File: config.mk
export PLATFORM = sky130hd
export DESIGN_NAME = stable_sorted_priority_queue
export DESIGN_NICKNAME = d
export VERILOG_FILES = /design/src/rtl/sspq_pkg.sv /design/src/rtl/sspq_cell.sv /design/src/rtl/stable_sorted_priority_queue.sv
export SDC_FILE = /design/constraint.sdc
export NUM_CORES = 2
export LEC_CHECK = 0
export ABC_AREA = 1
export CORE_UTILIZATION = 35
export DETAILED_ROUTE_END_ITERATION = 10
export DONT_BUFFER_PORTS = 1
export HOLD_SLACK_MARGIN = 0.02
export MAX_ROUTING_LAYER = met4
export PLACE_DENSITY = 0.47
export SYNTH_ARGS = -nofsm -noshare
export SYNTH_HDL_FRONTEND = slang
export SYNTH_SLANG_ARGS = --single-unit
File: constraint.sdc
create_clock -name i_clk -period 7.6 [get_ports i_clk]
set_input_delay 1.52 -clock i_clk [delete_from_list [all_inputs] [get_ports i_clk]]
set_output_delay 1.52 -clock i_clk [all_outputs]
set_load 0.02 [all_outputs]
File: src/rtl/sspq_pkg.sv
// Shared types and constants of the stable sorted priority queue.
package sspq_pkg;

    localparam int CAPACITY      = 16;
    localparam int PAYLOAD_BITS  = 32;
    localparam int PRIORITY_BITS = 16;
    localparam int CNT_BITS      = $clog2(CAPACITY + 1);

    // Input beat layout: tdata holds priority_req, payload, priority_change.
    localparam int IN_DATA_BITS  = ((2 * PRIORITY_BITS + PAYLOAD_BITS + 7) / 8) * 8;
    // Output beat layout: tdata holds out_priority, out_payload, fill_count, is_empty.
    localparam int OUT_USED_BITS = PRIORITY_BITS + PAYLOAD_BITS + CNT_BITS + 1;
    localparam int OUT_DATA_BITS = ((OUT_USED_BITS + 7) / 8) * 8;

    typedef logic signed [PRIORITY_BITS-1:0] t_prio;
    typedef logic        [PAYLOAD_BITS-1:0]  t_payload;
    typedef logic        [CNT_BITS-1:0]      t_count;

    typedef enum logic [1:0] {
        OP_ENQUEUE = 2'd0,
        OP_DEQUEUE = 2'd1,
        OP_PEEK    = 2'd2,
        OP_CHANGE  = 2'd3
    } t_op;

    typedef enum logic [1:0] {
        ST_DONE  = 2'd0,
        ST_EMPTY = 2'd1,
        ST_FULL  = 2'd2
    } t_status;

    // Command broadcast to every cell of the chain.
    typedef struct packed {
        logic     en;
        t_op      op;
        t_prio    req_prio;
        t_payload req_payload;
        t_prio    change;
    } t_cmd;

    // One stored entry as handed between neighboring cells.
    typedef struct packed {
        t_prio    prio;
        t_payload payload;
    } t_entry;

endpackage

File: src/rtl/sspq_cell.sv
// One slot of the sorted chain: holds an entry and shifts with its neighbors.
module sspq_cell
    import sspq_pkg::*;
(
    input  logic   i_clk,
    input  t_cmd   i_cmd,
    input  logic   i_occupied,
    input  logic   i_left_le,
    input  t_entry i_left,
    input  t_entry i_right,
    output logic   o_le,
    output t_entry o_entry
);

    t_entry r_entry;
    t_entry n_entry;

    logic signed [PRIORITY_BITS:0] w_sum;
    t_prio                         w_sat;

    // This slot holds an entry that stays ahead of a new one of the request priority.
    assign o_le    = i_occupied && (r_entry.prio <= i_cmd.req_prio);
    assign o_entry = r_entry;

    // Saturating add of the change amount.
    always_comb begin
        w_sum = {r_entry.prio[PRIORITY_BITS-1], r_entry.prio}
              + {i_cmd.change[PRIORITY_BITS-1], i_cmd.change};
        if (w_sum[PRIORITY_BITS] != w_sum[PRIORITY_BITS-1]) begin
            w_sat = w_sum[PRIORITY_BITS]
                  ? t_prio'({1'b1, {(PRIORITY_BITS-1){1'b0}}})
                  : t_prio'({1'b0, {(PRIORITY_BITS-1){1'b1}}});
        end else begin
            w_sat = w_sum[PRIORITY_BITS-1:0];
        end
    end

    // Next contents: keep, take the new entry, shift right, shift left or adjust.
    always_comb begin
        n_entry = r_entry;
        case (i_cmd.op)
            OP_ENQUEUE: begin
                if (!o_le) begin
                    if (i_left_le) begin
                        n_entry.prio    = i_cmd.req_prio;
                        n_entry.payload = i_cmd.req_payload;
                    end else begin
                        n_entry = i_left;
                    end
                end
            end
            OP_DEQUEUE: begin
                n_entry = i_right;
            end
            OP_CHANGE: begin
                n_entry.prio = w_sat;
            end
            default: begin
                n_entry = r_entry;
            end
        endcase
    end

    always_ff @(posedge i_clk) begin
        if (i_cmd.en) begin
            r_entry <= n_entry;
        end
    end

endmodule

File: src/rtl/stable_sorted_priority_queue.sv
// Top level of the stable sorted priority queue built as a chain of entry cells.
//
// Usage: one operation per input beat on the s_ channel. s_tuser carries the
// operation (0 enqueue, 1 dequeue, 2 peek, 3 change); s_tdata carries the
// request priority, the payload and the change amount. Every beat yields
// exactly one result beat on the m_ channel: m_tuser is the status (0 done,
// 1 empty, 2 full), m_tdata the head entry, the fill count and the empty flag.
// The result is registered and appears in the cycle after the input beat.
// Throughput is one operation per cycle unless m_tready stalls; every cell
// compares and shifts at once, so enqueue, dequeue and change all finish in
// the cycle they are taken. The result sits in one output register; while it
// waits, s_tready stays high if m_tready is high, and drops when the receiver
// stalls with a result held. Reset clears the fill count and the output valid
// and holds s_tready low; the entry cells hold no reset and are only read
// below the fill count. Equal priorities leave in arrival order.
module stable_sorted_priority_queue
    import sspq_pkg::*;
(
    input  logic                     i_clk,
    input  logic                     i_rst_n,
    input  logic                     s_tvalid,
    output logic                     s_tready,
    // [15:0] priority_req, [47:16] payload, [63:48] priority_change
    input  logic [IN_DATA_BITS-1:0]  s_tdata,
    // [1:0] kind
    input  logic [1:0]               s_tuser,
    output logic                     m_tvalid,
    input  logic                     m_tready,
    // [15:0] out_priority, [47:16] out_payload, [52:48] fill_count,
    // [53] is_empty, [55:54] zero
    output logic [OUT_DATA_BITS-1:0] m_tdata,
    // [1:0] status
    output logic [1:0]               m_tuser
);

    t_count  r_count;
    t_count  n_count;
    logic    r_valid;
    t_status r_status;
    t_status n_status;
    t_entry  r_head;
    t_entry  n_head;

    logic    w_accept;
    logic    w_empty;
    logic    w_full;
    t_op     w_op;
    t_cmd    w_cmd;

    logic    w_le    [CAPACITY];
    t_entry  w_entry [CAPACITY];

    assign w_op     = t_op'(s_tuser);
    assign s_tready = i_rst_n && (!r_valid || m_tready);
    assign w_accept = s_tvalid && s_tready;
    assign w_empty  = (r_count == '0);
    assign w_full   = (r_count == t_count'(CAPACITY));

    // Command to the chain; writes are suppressed when the store must not change.
    always_comb begin
        w_cmd.op          = w_op;
        w_cmd.req_prio    = t_prio'(s_tdata[PRIORITY_BITS-1:0]);
        w_cmd.req_payload = s_tdata[PRIORITY_BITS +: PAYLOAD_BITS];
        w_cmd.change      = t_prio'(s_tdata[PRIORITY_BITS + PAYLOAD_BITS +: PRIORITY_BITS]);
        w_cmd.en          = w_accept
                          && !((w_op == OP_ENQUEUE) && w_full)
                          && !((w_op == OP_DEQUEUE) && w_empty);
    end

    // Chain of cells, each linked to both neighbors.
    for (genvar g = 0; g < CAPACITY; g++) begin : g_cell
        logic   w_left_le;
        t_entry w_left;
        t_entry w_right;

        if (g == 0) begin : g_first
            assign w_left_le = 1'b1;
            assign w_left    = '{prio: w_cmd.req_prio, payload: w_cmd.req_payload};
        end else begin : g_mid
            assign w_left_le = w_le[g-1];
            assign w_left    = w_entry[g-1];
        end

        if (g == CAPACITY - 1) begin : g_last
            assign w_right = w_entry[g];
        end else begin : g_inner
            assign w_right = w_entry[g+1];
        end

        sspq_cell u_cell (
            .i_clk      (i_clk),
            .i_cmd      (w_cmd),
            .i_occupied (t_count'(g) < r_count),
            .i_left_le  (w_left_le),
            .i_left     (w_left),
            .i_right    (w_right),
            .o_le       (w_le[g]),
            .o_entry    (w_entry[g])
        );
    end

    // Result of the accepted operation.
    always_comb begin
        n_count  = r_count;
        n_status = ST_DONE;
        n_head   = '0;
        case (w_op)
            OP_ENQUEUE: begin
                if (w_full) begin
                    n_status = ST_FULL;
                end else begin
                    n_count = r_count + t_count'(1);
                end
            end
            OP_DEQUEUE, OP_PEEK: begin
                if (w_empty) begin
                    n_status = ST_EMPTY;
                end else begin
                    n_head = w_entry[0];
                    if (w_op == OP_DEQUEUE) begin
                        n_count = r_count - t_count'(1);
                    end
                end
            end
            default: begin
                n_count = r_count;
            end
        endcase
    end

    // Fill count and output register.
    always_ff @(posedge i_clk) begin
        if (!i_rst_n) begin
            r_count <= '0;
            r_valid <= 1'b0;
        end else begin
            if (w_accept) begin
                r_count <= n_count;
                r_valid <= 1'b1;
            end else if (m_tready) begin
                r_valid <= 1'b0;
            end
        end
    end

    always_ff @(posedge i_clk) begin
        if (w_accept) begin
            r_status <= n_status;
            r_head   <= n_head;
        end
    end

    assign m_tvalid = r_valid;
    assign m_tuser  = r_status;
    assign m_tdata  = OUT_DATA_BITS'({(r_count == '0), r_count, r_head.payload, r_head.prio});

endmodule

# Word-level counts from Yosys, hierarchy flattened
# Index checks and enable logic that the tools add are counted.
[totals]
register_bits = 824
latchBits = 0
mem_bits_rw = 0
rom_bits = 0
output_inout_bits = 60
n_memories = 0
[op_classes]
n_addsub = 18
multipliers = 0
div_mod_pow = 0
order_cmp = 32
n_eq_ne = 39
n_shift = 0
mux = 103
bitwise = 2
reduce_logical = 68
[op_table]
columns = ["op", "count"]
rows = [
  ["$mux 48", 31],
  ["$pmux 32 s2", 15],
  ["$pmux 16 s3", 15],
  ["$mux 16", 32],
  ["$add 16x16->17", 16],
  ["$le 16x16->1", 16],
  ["$reduce_and 3->1", 32],
  ["$lt 4x5->1 const A", 8],
  ["$ne 2x2->1 const B", 19],
  ["$pmux 16 s2", 1],
  ["$logic_and 1x1->1", 22],
  ["$lt 3x5->1 const A", 4],
  ["$ne 1x1->1", 16],
  ["$mux 5", 3],
  ["$lt 1x5->1 const A", 2],
  ["$lt 2x5->1 const A", 2],
  ["$pmux 5 s2", 1],
  ["$reduce_bool 2->1", 4],
  ["$add 5x1->5 const B", 1],
  ["$eq 5x5->1 const B", 1],
  ["$logic_not 5->1", 1],
  ["$reduce_and 5->1", 1],
  ["$sub 5x1->5 const B", 1],
  ["$eq 2x2->1 const B", 2],
  ["other kinds (10)", 16],
]

# Longest topological paths before layout
[depth]
depth_word = 7
ltp_mapped = 19
ltp_nobuf = 18

# By module
# From an unflattened synthesis, not the netlist that was laid out.
[unflattened]
cells_unflattened = 9339
area_unflattened_um2 = 67866.3
[by_module_without_submodules]
columns = ["module", "instances", "cells_per_inst", "area_per_inst_um2", "seq_area_each_um2"]
rows = [
  ["sspq_cell at g_cell[0].u_cell ...", 8, 564, 4021.4, 1441.4],
  ["sspq_cell at g_cell[6].u_cell ...", 4, 568, 4106.4, 1441.4],
  ["sspq_cell at g_cell[4].u_cell ...", 2, 568, 4105.2, 1441.4],
  ["sspq_cell at g_cell[11].u_cell", 1, 566, 4098.9, 1441.4],
  ["sspq_cell at g_cell[3].u_cell", 1, 572, 4076.4, 1441.4],
  ["stable_sorted_priority_queue", 1, 281, 2884.0, 1621.6],
]

# Least setup slack after synthesis
# OpenSTA, ideal clock, no wires.
[synth_path]
path_type = "input to register"
from = "input port s_tdata[13]"
to = "register g_cell[15].u_cell.r_entry, in the netlist g_cell[15].u_cell.o_entry[0] (enable)"
setup_time_ns = 0.421
t_arrival_ns = 4.666
required_ns = 7.179
setup_slack_ns = 2.513
cell_stages = 14
n_path_buf = 1
path_cell_list = "inv_1 clkbuf_1 ha_1 nand2_1 inv_1 nor2_1 o21bai_1 nor2_1 nand2_1 nand2_1 nand3_1 nand2_1 nand2_1 nor2_1"
[synth_between]
elab_chain_cells = 4
[synth_rtl]
columns = ["item", "line_no", "rtl"]
rows = [
  ["start, declared", "stable_sorted_priority_queue.sv:24", "input logic [IN_DATA_BITS-1:0] s_tdata,"],
  ["$le 16x16->1", "sspq_cell.sv:22", "assign o_le = i_occupied && (r_entry.prio <= i_cmd.req_prio);"],
  ["$logic_and 1x1->1", "sspq_cell.sv:22", ""],
  ["$not 1->1 (no line)", "--", ""],
  ["$reduce_and 3->1 (no line)", "--", ""],
  ["end signal, assigned", "sspq_cell.sv:66", "r_entry <= n_entry;"],
  ["end, declared", "sspq_cell.sv:15", "t_entry r_entry;"],
]
# No other way between the ends.
# A chain may end at the register's enable or synchronous reset.

# Worst setup path after layout
[layout_path]
from = "input port s_tdata[13]"
to = "register g_cell[14].u_cell.r_entry, in the netlist g_cell[14].u_cell.o_entry[34] (enable)"
[layout_between]
elab_chain_cells = 4
[layout_rtl]
columns = ["item", "line_no"]
rows = [
  ["$le 16x16->1", "sspq_cell.sv:22"],
  ["$logic_and 1x1->1", "sspq_cell.sv:22"],
  ["$ne 2x2->1 (no line)", "--"],
  ["$reduce_and 3->1 (no line)", "--"],
  ["end signal, assigned", "sspq_cell.sv:66"],
  ["end, declared", "sspq_cell.sv:15"],
]
# No other way between the ends.

==> flow_summary_export.csv <==
group,metric,value,unit
setup_path,crit_start,"s_tdata[13]",
setup_path,crit_top_cell,"o21ai_0",
setup_path,crit_fanout,19,
route,via_per_inst,5.38,
sta,tns,0,ns
setup_path,critical-path-max-stage-delay,1.16,ns
setup_path,cp.arrival,6.12,ns
setup_path,cp_num_buf_inv,3,
place,place_ws,1.12,ns
synth,avgSynthCellArea,6.98,um2
route,drt_iter0_drc,7792,
run_status,status,"finished clean",
synth,synth_edf_count,818,
floorplan,die-area,0.202,mm2
floorplan,die_h,449,um
clock_tree,cts.sinks,824,
clock_tree,cts_max_level,3,
clock_tree,post_cts_buffers,0,
place,port_buffers,0,
final_layout,syn_to_final_growth,8.01,%
synth,yosysTopAreaCellShare,35.1,%
synth,synthDistinctLibCells,52,
clock_tree,cts_tree,"built",
global_routing,grt_use_total,29.1,%
pwr,power,14.4,mW
setup_path,r2r-end,"g_cell[14].u_cell.o_entry[34]$_DFFE_PP_",
final_layout,layout_commonest_cell,"nand2_1",
min_path,min_path_type,"register to register",
setup_path,end_kind,"register",
sta,hold_viol_final,0,
floorplan,start_util,35.3,%
synth,postSynthCellCount,10000,
global_routing,grt_pass1_vias,62600,
sta,fmax,172,MHz
floorplan,ios,130,
sta,post-route-period-util,76.5,%
setup_path,cp-endpoint,"g_cell[14].u_cell.o_entry[34]$_DFFE_PP_",
route,vias,67000,
sta,period_minus_slack,5.82,ns
setup_path,crit_required,7.90,ns
setup_path,critical-path-top-delay-family,"buffers and inverters",
setup_path,cp_slowest_cell,"o21ai_0",
sta,setup_ws,1.78,ns
synth,ys_warn_count,0,
clock_tree,ctsResizeCount,0,
place,gp_congestion,0.912,
route,totalWireLength,296,mm
synth,synth_ff_type,"edfxtp_1",
global_routing,antenna_found_initial,18,
setup_path,crit_type,"input pin to register",
setup_path,r2r_start,"r_count[4]$_SDFFE_PN0P_",
clock_tree,postCtsHoldBufs,0,
clock_tree,clk_path_buf_depth,3,
final_layout,drive_gt1_share,4.32,%
clock_tree,clk_latency,0.78,ns
setup_path,worstSetupStartpointType,"input pin",
global_routing,grt_pass1_wl,431,mm
sta,final-max-slew-violation-count,0,
run,maxCapViolCount,0,
synth,seq_area_frac_synth,35.3,%
pwr,powerDensity,190,mW/mm2
sta,setup_violations,0,
route,wl_per_cell,23.7,um
pwr,p_leak,37.6,nW
floorplan,die_w,449,um
min_path,holdPathStages,2,
route,ant_nets,0,
floorplan,core_region_area,0.198,mm2
synth,synth-async-reset-ratio,0,%
global_routing,grt_max_degree,191,
synth,synthTopCellsByArea,"edfxtp_1 35%, nand2_1 19%, nand3_1 13%",
sta,rsz0062_at_grt,"false",
route,dr.pass1.iters,6,
setup_path,ff2ff_path_depth,9,
clock_tree,cts_buffers,104,
pwr,ir_drop,0.170,mV
final_layout,final_cell_mix,"3,473 x nand2_1, 1,833 x nand3_1, 1,310 x inv_1",
sta,slew_headroom,13.4,%
final_layout,fin_nets,10400,
sta,worstMarginPinSlew,1.29,ns
floorplan,num_rows,163,
sta,skew,0.0768,ns
synth,synth_seq_cells,824,
synth,syn-cell-area,0.0699,mm2
clock_tree,cts-root-buf,"clkbuf_16",
place,dp_hpwl,203,mm
clock_tree,path_clk_slew,0.06,ns
global_routing,grt_overflow_total,0,
synth,synth_top_area_cell,"edfxtp_1",
setup_path,worst-path-stages,11,
setup_path,worstPathCellList,"inv_2 -> buf_4 -> ha_1 -> a21oi_1 -> o21ai_0 -> nor2_1 -> nand3_1 -> nand3_2 -> nand2_2 -> o21ai_0 -> inv_1",
route,drc,0,
setup_path,r2r_setup_slack,2.95,ns
[final cells by class]
class / instances / area [um2]
tap: 2640 / 3300
clock inverter: 68 / 948
multi-input combinational: 7341 / 37900
antenna: 5 / 12.5
sequential: 824 / 24700
inverter: 1357 / 5100
timing repair buffer: 110 / 851
clock buffer: 126 / 2710
fill: 21100 / 122000
[cell families (layout without fill, tap and decap cells)]
logic type / after synthesis / after routing / share of synthesized area (%)
fa+ha+maj: 543 / 543 / 9.89
buf+inv: 1850 / 1661 / 10.7
xor+xnor: 131 / 131 / 1.64
flops: 824 / 824 / 35.3
other cells: 1 / 7 / 0.00536
simple gates: 5832 / 5832 / 35.3
compound gates: 833 / 833 / 7.10
[registers in the layout (all words and copies together) (netlist names)]
signal and count:
g_cell.u_cell.o_entry 768, m_tdata 48, m_tuser 2, m_tvalid 1, r_count 5
[metrics by stage]
step	instances	cell area, um2	hold slack (ns)	utilization (%)
after floorplan	10000	69900	0.495	-
after global placement	12300	71800	0.499	36.3
after detailed placement	12300	71800	0.504	36.3
after CTS	12500	75500	0.490	38.2
after global routing	12500	75500	0.504	38.2
final	12500	75500	0.499	38.2
[report_power, final]
group          switching, mW  internal, mW  total [mW]
Combinational           2.45          1.01        3.46
Sequential             0.229          5.25        5.48
Clock                   2.26          3.17        5.43
[worst register-to-register path, stage by stage (launching register included)]
cell	delay (ns)
dfxtp_1	0.31
buf_4	0.30
inv_2	0.20
nand2_4	0.54
nor2_2	0.21
nand2_2	0.21
o21ai_2	0.17
nor2_4	0.77
o21ai_0	0.77
inv_1	0.77
[worst min-delay path by stage]
stage,from,end,slack [ns]
2_1_floorplan,g_cell[15].u_cell.o_entry[12]$_DFFE_PP_,g_cell[14].u_cell.o_entry[12]$_DFFE_PP_,0.49
3_3_place_gp,g_cell[15].u_cell.o_entry[5]$_DFFE_PP_,g_cell[14].u_cell.o_entry[5]$_DFFE_PP_,0.50
3_5_place_dp,g_cell[15].u_cell.o_entry[23]$_DFFE_PP_,g_cell[14].u_cell.o_entry[23]$_DFFE_PP_,0.50
4_1_cts,g_cell[8].u_cell.o_entry[5]$_DFFE_PP_,g_cell[7].u_cell.o_entry[5]$_DFFE_PP_,0.49
5_1_grt,g_cell[8].u_cell.o_entry[1]$_DFFE_PP_,g_cell[7].u_cell.o_entry[1]$_DFFE_PP_,0.50
6_report,g_cell[8].u_cell.o_entry[5]$_DFFE_PP_,g_cell[7].u_cell.o_entry[5]$_DFFE_PP_,0.50
[cells in the mapped netlist (6+ instances only)]
master    instances
nand2_1        3490
nand3_1        1837
inv_1          1329
edfxtp_1        818
ha_1            527
a21oi_1         358
nor2_1          348
clkbuf_1        293
o21ai_0         161
xnor2_1         106
buf_2           101
a21boi_1         82
a21boi_0         57
buf_4            54
o21bai_1         46
a22oi_1          38
nand4_1          32
nor3_1           32
buf_6            30
xor2_1           25
inv_2            24
nand2_2          24
a31oi_1          20
o21a_1           17
fa_1             16
a21oi_2          15
nand3_2          14
buf_1            13
and2_1           11
a21o_1           10
nand3b_1         10
nor4_1            9
nor4_2            9
o22ai_1           7
dfxtp_1           6
o21ai_1           6
o21ai_2           6
[metal layers]
| layer | GRT usage, % | wire, um | up-vias |
|---|---|---|---|
| li1 | - | - | 32200 |
| met1 | 41.7 | 139000 | 31900 |
| met2 | 43.2 | 128000 | 2603 |
| met3 | 3.45 | 21500 | 306 |
| met4 | 7.65 | 7250 | 0 |
| met5 | - | 0 | - |
Power figures use the tool's default switching activity.
